`src/hw/rtl/wsdd_pkg.sv`:
```
// ----------------------------------------------------------------------------
// wsdd_pkg
// Shared types and constants for the WAV sample decoder with mono downmix.
// ----------------------------------------------------------------------------
package wsdd_pkg;

  localparam int MAX_CHANNELS = 8;

  localparam logic [1:0] CFG_FORMAT   = 2'd0;
  localparam logic [1:0] CFG_BYTES    = 2'd1;
  localparam logic [1:0] CFG_CHANNELS = 2'd2;

  localparam logic FMT_PCM   = 1'b0;
  localparam logic FMT_FLOAT = 1'b1;

  typedef struct packed {
    logic [63:0] gather;
    logic        fmt;
    logic [3:0]  bps;
    logic        last;
  } wsdd_samp_t;

  localparam int SAMP_W = $bits(wsdd_samp_t);

endpackage

```
`src/hw/rtl/wsdd_front.sv`:
```
// ----------------------------------------------------------------------------
// wsdd_front
// Gathers bytes into samples and tags each with format and frame end.
// ----------------------------------------------------------------------------
module wsdd_front import wsdd_pkg::*; (
  input  logic       clk,
  input  logic       rst,
  input  logic       clr,
  input  logic       fmt,
  input  logic [3:0] bps,
  input  logic [3:0] chans,
  input  logic       in_valid,
  output logic       in_ready,
  input  logic [7:0] data_byte,
  output logic       q_valid,
  input  logic       q_ready,
  output wsdd_samp_t q_data
);

  logic [63:0] gather;
  logic [2:0]  bpos;
  logic [3:0]  cpos;
  logic        cfg_ok;
  logic        take;
  logic        done;
  logic [63:0] gather_next;

  always_comb begin
    cfg_ok = (chans != 4'd0) && ({28'd0, chans} <= 32'(MAX_CHANNELS));
    if (fmt == FMT_PCM) cfg_ok = cfg_ok && bps >= 4'd1 && bps <= 4'd4;
    else                cfg_ok = cfg_ok && (bps == 4'd4 || bps == 4'd8);
  end

  assign done        = ({1'b0, bpos} + 4'd1) == bps;
  assign in_ready    = !cfg_ok || !done || !q_valid || q_ready;
  assign take        = in_valid && in_ready && cfg_ok;
  assign gather_next = gather | ({56'd0, data_byte} << {bpos, 3'b000});

  always_ff @(posedge clk) begin
    if (rst || clr) begin
      gather <= '0; bpos <= '0; cpos <= '0; q_valid <= 1'b0;
    end else begin
      if (take && done) q_valid <= 1'b1;
      else if (q_ready) q_valid <= 1'b0;
      if (take) begin
        if (done) begin
          q_data.gather  <= gather_next;
          q_data.fmt     <= fmt;
          q_data.bps     <= bps;
          q_data.last    <= (cpos + 4'd1) == chans;
          gather         <= '0;
          bpos           <= '0;
          cpos           <= ((cpos + 4'd1) == chans) ? 4'd0 : cpos + 4'd1;
        end else begin
          gather <= gather_next;
          bpos   <= bpos + 3'd1;
        end
      end
    end
  end

endmodule

```
`src/hw/rtl/wsdd_back.sv`:
```
// ----------------------------------------------------------------------------
// wsdd_back
// Converts samples to Q1.31, sums a frame and divides by the channel count.
// ----------------------------------------------------------------------------
module wsdd_back import wsdd_pkg::*; (
  input  logic        clk,
  input  logic        rst,
  input  logic        clr,
  input  logic [3:0]  chans,
  input  logic        q_valid,
  output logic        q_ready,
  input  wsdd_samp_t  q_data,
  output logic        out_valid,
  input  logic        out_ready,
  output logic signed [31:0] mono_sample,
  output logic        clipped
);

  typedef enum logic [2:0] {
    S_IDLE = 3'b001,
    S_DIV  = 3'b010,
    S_OUT  = 3'b100
  } state_t;

  state_t       state;
  logic signed [34:0] sum;
  logic         clip_acc;
  logic         clip_div;
  logic signed [31:0] conv;
  logic         conv_clip;
  logic signed [34:0] sum_next;
  logic         neg;
  logic [34:0]  rem;
  logic [34:0]  quo;
  logic [5:0]   cnt;
  logic [35:0]  trial;

  always_comb begin
    logic [63:0] g;
    logic [51:0] mant;
    logic [10:0] e;
    logic        sg;
    logic        nan, zer, big;
    logic signed [12:0] ex;
    logic [52:0] sig;
    logic [5:0]  sh;
    logic [52:0] mag;
    g = q_data.gather;
    conv_clip = 1'b0;
    mant = '0; e = '0; sg = 1'b0; nan = 1'b0; zer = 1'b0; big = 1'b0;
    ex = '0; sig = '0; sh = '0; mag = '0;
    if (q_data.fmt == FMT_PCM) begin
      unique case (q_data.bps)
        4'd1:    conv = {g[7:0] ^ 8'h80, 24'd0};
        4'd2:    conv = {g[15:0], 16'd0};
        4'd3:    conv = {g[23:0], 8'd0};
        default: conv = g[31:0];
      endcase
    end else begin
      if (q_data.bps == 4'd8) begin
        mant = g[51:0]; e = g[62:52]; sg = g[63];
        nan  = (e == 11'h7FF) && (mant != '0);
        big  = (e == 11'h7FF) || (e >= 11'd1023);
        ex   = $signed({2'b00, e}) - 13'sd1023;
        sig  = {1'b1, mant};
      end else begin
        mant = {g[22:0], 29'd0}; e = {3'd0, g[30:23]}; sg = g[31];
        nan  = (e == 11'hFF) && (mant != '0);
        big  = (e == 11'hFF) || (e >= 11'd127);
        ex   = $signed({2'b00, e}) - 13'sd127;
        sig  = {1'b1, mant};
      end
      zer = (e == '0);
      if (ex < -13'sd31) sh = 6'd63;
      else               sh = 6'(13'sd21 - ex);
      mag = (sh > 6'd52) ? '0 : (sig >> sh);
      if (nan || zer) conv = '0;
      else if (big) begin
        conv = sg ? 32'sh80000000 : 32'sh7FFFFFFF;
        conv_clip = !(sg && ex == 13'sd0 && mant == '0);
      end else conv = sg ? -$signed(mag[31:0]) : $signed(mag[31:0]);
    end
  end

  assign sum_next = sum + 35'(conv);
  assign q_ready  = (state == S_IDLE);
  assign trial    = {rem[34:0], quo[34]} - {32'd0, chans};

  always_ff @(posedge clk) begin
    if (rst || clr) begin
      state <= S_IDLE; sum <= '0; clip_acc <= 1'b0; out_valid <= 1'b0;
    end else begin
      unique case (state)
        S_IDLE: if (q_valid) begin
          if (q_data.last) begin
            neg      <= sum_next[34];
            quo      <= sum_next[34] ? 35'(-sum_next) : sum_next;
            rem      <= '0;
            cnt      <= 6'd35;
            clip_div <= clip_acc | conv_clip;
            sum      <= '0;
            clip_acc <= 1'b0;
            state    <= S_DIV;
          end else begin
            sum      <= sum_next;
            clip_acc <= clip_acc | conv_clip;
          end
        end
        S_DIV: begin
          if (!trial[35]) begin
            rem <= trial[34:0];
            quo <= {quo[33:0], 1'b1};
          end else begin
            rem <= {rem[33:0], quo[34]};
            quo <= {quo[33:0], 1'b0};
          end
          cnt <= cnt - 6'd1;
          if (cnt == 6'd1) state <= S_OUT;
        end
        S_OUT: if (!out_valid || out_ready) begin
          mono_sample <= neg ? -$signed(quo[31:0]) : $signed(quo[31:0]);
          clipped     <= clip_div;
          state       <= S_IDLE;
        end
        default: state <= S_IDLE;
      endcase
      if (state == S_OUT && (!out_valid || out_ready)) out_valid <= 1'b1;
      else if (out_ready) out_valid <= 1'b0;
    end
  end

`ifndef SYNTHESIS
  a_onehot: assert property (@(posedge clk) disable iff (rst) $onehot(state))
    else $error("state not one-hot");
  a_div_len: assert property (@(posedge clk) disable iff (rst || clr)
    (state == S_DIV && cnt == 6'd1) |=> state == S_OUT)
    else $error("divide length");
  a_sum_clear: assert property (@(posedge clk) disable iff (rst || clr)
    (state == S_IDLE && q_valid && q_data.last) |=> sum == '0)
    else $error("frame sum not cleared");
`endif

endmodule

```
`src/hw/rtl/wav_sample_decode_downmix.sv`:
```
// ----------------------------------------------------------------------------
// wav_sample_decode_downmix
// WAV data bytes to Q1.31 samples, averaged over channels to mono.
// ----------------------------------------------------------------------------
// channel  signals                              role
// in       in_valid in_ready data_byte          one data byte per item
// out      out_valid out_ready mono_sample clipped  one mono sample per frame
// cfg      cfg_valid cfg_ready cfg_index cfg_data   register write
// A byte is taken each cycle while the one-entry sample queue has room.
// The last sample of a frame holds the back end through accept, 35 restoring
// divide steps and output load; meanwhile the queue fills and input stalls.
// A result waiting on out_ready holds the back end in its output state.
// Reset and any register write clear the partial frame.
module wav_sample_decode_downmix import wsdd_pkg::*; (
  input  logic        clk,
  input  logic        rst,
  input  logic        in_valid,
  output logic        in_ready,
  input  logic [7:0]  data_byte,
  output logic        out_valid,
  input  logic        out_ready,
  output logic signed [31:0] mono_sample,
  output logic        clipped,
  input  logic        cfg_valid,
  output logic        cfg_ready,
  input  logic [1:0]  cfg_index,
  input  logic [3:0]  cfg_data
);

  logic       fmt;
  logic [3:0] bps;
  logic [3:0] chans;
  logic       clr;
  logic       q_valid, q_ready;
  wsdd_samp_t q_data;

  assign cfg_ready = 1'b1;
  assign clr = cfg_valid && (cfg_index == CFG_FORMAT || cfg_index == CFG_BYTES ||
                             cfg_index == CFG_CHANNELS);

  always_ff @(posedge clk) begin
    if (rst) begin
      fmt <= FMT_PCM; bps <= 4'd2; chans <= 4'd1;
    end else if (cfg_valid) begin
      unique case (cfg_index)
        CFG_FORMAT:   fmt   <= cfg_data[0];
        CFG_BYTES:    bps   <= cfg_data;
        CFG_CHANNELS: chans <= cfg_data;
        default: ;
      endcase
    end
  end

  wsdd_front u_front (
    .clk, .rst, .clr, .fmt, .bps, .chans, .in_valid, .in_ready, .data_byte,
    .q_valid, .q_ready, .q_data
  );

  wsdd_back u_back (
    .clk, .rst, .clr, .chans, .q_valid, .q_ready, .q_data,
    .out_valid, .out_ready, .mono_sample, .clipped
  );

endmodule
```
`config.mk`:
```
export PLATFORM = sky130hd
export DESIGN_NAME = wav_sample_decode_downmix
export DESIGN_NICKNAME = d
export VERILOG_FILES = /design/src/hw/rtl/wsdd_pkg.sv /design/src/hw/rtl/wsdd_front.sv /design/src/hw/rtl/wsdd_back.sv /design/src/hw/rtl/wav_sample_decode_downmix.sv
export SDC_FILE = /design/constraint.sdc
export NUM_CORES = 1
export LEC_CHECK = 0
export ABC_AREA = 1
export BUFFER_PORTS_ARGS = -buffer_cell sky130_fd_sc_hd__buf_2
export CORE_MARGIN = 2
export CORE_UTILIZATION = 55
export DETAILED_ROUTE_END_ITERATION = 10
export GPL_ROUTABILITY_DRIVEN = 1
export GPL_TIMING_DRIVEN = 0
export HOLD_SLACK_MARGIN = 0.1
export PLACE_DENSITY_LB_ADDON = 0.05
export SETUP_SLACK_MARGIN = 0.3
export SLEW_MARGIN = 10
export SYNTH_ARGS = -nofsm -noshare
export SYNTH_HDL_FRONTEND = slang
export SYNTH_SLANG_ARGS = --single-unit
export TNS_END_PERCENT = 20
```
`constraint.sdc`:
```
create_clock -name clk -period 8.1 [get_ports clk]
set_input_delay 0 -clock clk [delete_from_list [all_inputs] [get_ports clk]]
set_output_delay 0 -clock clk [all_outputs]
set_load 0.005 [all_outputs]
```
==> run metrics <==
outcome=finished clean; biggest area contributors in the synthesized netlist=edfxtp_1, nand2_1, dfxtp_1, nand3_1, inv_1; remaining antenna violation count=0; Worst Path Arrival=between 8 and 9 ns; drt via density=6.188; drt pass-1 iters=9; number of buffers inserted during clock tree synthesis=31; number of flops mapped to enable cells by yosys=181; category of the most critical setup path=reg2reg; critical path peak fanout=7; most common flop cell mapped by yosys=edfxtp_1; width of the chip=205.3 µm; post-synthesis instance area=0.02228 mm²; destination of the worst hold path=bps[0]; share of the cycle needed by the critical path after routing=0.9483; final-layout worst hold slack=0.2583 ns; DR WL/cell=around 21 µm; overall via count from detail_route=25239; peak supply drop=0.0001982 V; die outline area=0.04213 mm²; Storage cell area=0.007858 mm²; PD cells=about 120 mW/mm²; Antenna Diode Count=0; floorplan die height=205.3 µm; worst hold stages=4; Multi-input gate area=0.01403 mm²; CP startpoint=u_front.q_data[1]; Final Max Slew Viols=0; initial drt markers=3423; area of the core region=approximately 0.040 mm²; highest achievable clock rate=between 0.1 and 0.15 GHz; end of the worst register-to-register path=u_back.quo[30]; final-stage net count=3599; Cells after Synth=3316; worst setup slack for register-to-register paths=0.42 ns; clock sink count=approximately 300; total global routing overflow=0; largest net degree at the start of global routing=37; cell type with the largest total area after synthesis=edfxtp_1; RSZ-0062 raised after global routing=yes; GRT Resource Usage Total=0.3960; Stages on worst setup path=58; number of max-cap violations=0; Worst Reg-to-Reg Cells=58; fraction of post-synthesis cell area in the top cell type by area=0.2440; routed wire length=87.04 mm; post-layout utilization of the core=0.6825; sequential cell area fraction in the yosys report=0.3527; endpoint required time on the critical path=8.46 ns; Async S/R FF share, synth=0; Tot Pwr=3.249 mW; via count of the first global-routing pass=22704; Crit Reg-Reg Startpoint=u_front.q_data[1]; net count of the mapped netlist=3386; wire length of the first global-routing pass=129.3 mm; final setup fails=0; total number of placement rows=73; remaining max-slew budget at the tightest pin=0.3484; slowest cell on the critical path=edfxtp_1; buffer levels on the longest clock path=3; Min Clock Period, post-route=7.681 ns; effective utilization at floorplan=0.5594; HPWL after DPL=63.82 mm; Clk Latency, worst-skew pair=0.60 ns; Final GP Congestion=1.049; library cell appearing most often on the critical path=nand2_1; Area growth, synth to finish=22.02%; count of buffers from port buffering=between 50 and 60; share of cells above drive strength 1=0.1801; I/O pins=55; flip-flop and latch count after synthesis=302; type of origin of the critical path=flip-flop; number of endpoints with negative hold slack in the final report=0; Clock Skews=0.03151 ns; number of warnings issued by yosys=0; worst min-delay path category=in2reg; WP buf/inv=5; initial antenna violation count=2; Distinct cells, synth=59; Layout Cells excl Fill=4079; fill cell count=3368; Lkg Pwr=12.24 nW; hold wc startpoint=cfg_data[0]; crit path capture type=flip-flop; family with the most delay on the worst path=simple AND/OR/NAND/NOR gates; count of placed standard cells including taps=3903; TritonCTS clock tree=yes; actual transition at the worst max-transition pin=0.9751 ns; clock transition at the registers of the reported paths=~0.07 ns; syn_area_per_cell=between 6 and 7 µm²; cell at the root of the clock tree=clkbuf_16; H-Tree Level Count=1; delay of the slowest cell on the worst path=0.50 ns; Residual DRC=0
## area by class of cell
| type | instances | area share |
|---|---|---|
| clock buffer | 37 | 0.02937 |
| sequential | 302 | 0.2891 |
| clock inverter | 21 | 0.008148 |
| inverter | 362 | 0.05054 |
| buffer | 139 | 0.03084 |
| timing repair buffer | 178 | 0.05179 |
| multi-input combinational | 2515 | 0.5161 |
| tap | 525 | 0.02417 |
## worst register-to-register path, delay by kind of cell, from the launching register on
kind            cells  cell delay, ns
buf+inv             5            0.62
compound gates     11            1.52
fa+ha+maj           2            0.52
xor+xnor            2            0.48
flops               1            0.50
simple gates       38            3.81
## how the worst max path moves through the flow
| stage | to | slack [ns] |
|---|---|---|
| floorplan | u_back.cnt[0] | 0.82 |
| global placement | u_back.quo[2] | -2.09 |
| detailed placement | u_back.quo[1] | -1.45 |
| CTS | u_back.quo[33] | 0.30 |
| global route | u_back.quo[32] | 0.02 |
| finish | u_back.quo[30] | 0.42 |
## through the flow
step / TNS, ns / setup slack, ns / instance area [µm²]
final: 0 / 0.4190 / 27180
after global routing: 0 / 0.01561 / 27180
after CTS: 0 / 0.3007 / 25070
after detailed placement: -50.24 / -1.448 / 23320
after global placement: -203.51 / -2.091 / 23200
after floorplan: 0 / 0.8201 / 22280
## where the power goes
| part | internal, mW | switching (mW) |
|---|---|---|
| Sequential | 1.62 | 0.00745 |
| Combinational | 0.0500 | 0.120 |
| Clock | 0.809 | 0.638 |
| Total | 2.48 | 0.766 |
## kinds of logic after synthesis
family                     count (synthesis)  synth area share
buffers and inverters                    501           0.09144
and+or+nand+nor                         1824            0.3524
AOI/OAI and AO/OA                        534            0.1335
adders and majority gates                 51           0.02932
DFF                                      302            0.3527
other                                      1         0.0001683
xor gates and xnor gates                 103           0.04050
## metal layers
layer | vias to the layer above | track usage | part of all wire
li1 | 11510 | - | -
met1 | 11835 | 0.5565 | 0.41
met2 | 1641 | 0.6192 | 0.44
met3 | 251 | 0.07792 | 0.12
met4 | 2 | 0.1151 | 0.033
met5 | - | 0 | 0.000092
## cells in the mapped netlist, types with 3 or more instances
cell type and count:
o21a_1 8, nor3_1 69, a21oi_1 192, a31oi_1 13
o21ai_0 207, ha_1 49, nand3b_1 7, edfxtp_1 181
a21boi_0 6, inv_2 10, nor2_2 5, nand2_2 13
o31ai_1 5, or2_2 12, inv_1 343, a221oi_1 5
clkbuf_1 76, o41ai_1 5, a211oi_1 7, nand4_1 47
nor4_1 25, buf_2 36, xor2_1 64, o221ai_1 12
dfxtp_1 121, o21ai_1 18, buf_4 13, o22ai_1 13
nand3_1 411, nand2_1 899, a21o_1 8, buf_6 8
o21bai_1 21, xnor2_1 39, clkinv_1 8, nor3b_1 6
buf_1 6, nand2_4 5, nor2_1 316, o211ai_1 3
## flip-flops by register name (all words and copies together), names as in the netlist
signal and cells:
u_front.q_data 70, u_front.gather 64, u_back.quo 35, u_back.rem 35, u_back.sum 35, u_back.mono_sample 32
u_back.cnt 6, bps 4, chans 4, u_front.cpos 4, u_back.state 3, u_front.bpos 3
fmt 1, u_back.clip_acc 1, u_back.clip_div 1, u_back.clipped 1, u_back.neg 1, u_back.out_valid 1
u_front.q_valid 1
## timing repair
item                       4_1_cts  5_1_grt
hold endpoints to repair       135        0
hold buffers                    29        0
setup buffers                   17       64
pin swaps                       15      106
setup endpoints to repair       48       38
gates resized for setup         90      388
gates cloned                     0        8
## placed cells by master, fill, tap and decap left out, types with 20 or more instances in the layout
master	netlist	layout
dfxtp_1	121	121
nor3_1	69	63
o21ai_2	1	20
clkbuf_1	76	72
xnor2_1	39	35
nand3_1	411	314
nand2_2	13	91
nor4_1	25	20
buf_2	36	67
buf_4	13	102
ha_1	49	43
nand2_4	5	21
edfxtp_1	181	181
xor2_1	64	58
o21ai_0	207	186
clkbuf_16	0	36
nor2_2	5	24
nand2_1	899	804
nor2_1	316	286
inv_1	343	332
dlygate4sd3_1	0	29
a21oi_1	192	178
nand4_1	47	47
nand3_2	2	84
Power figures use the tool's default switching activity.
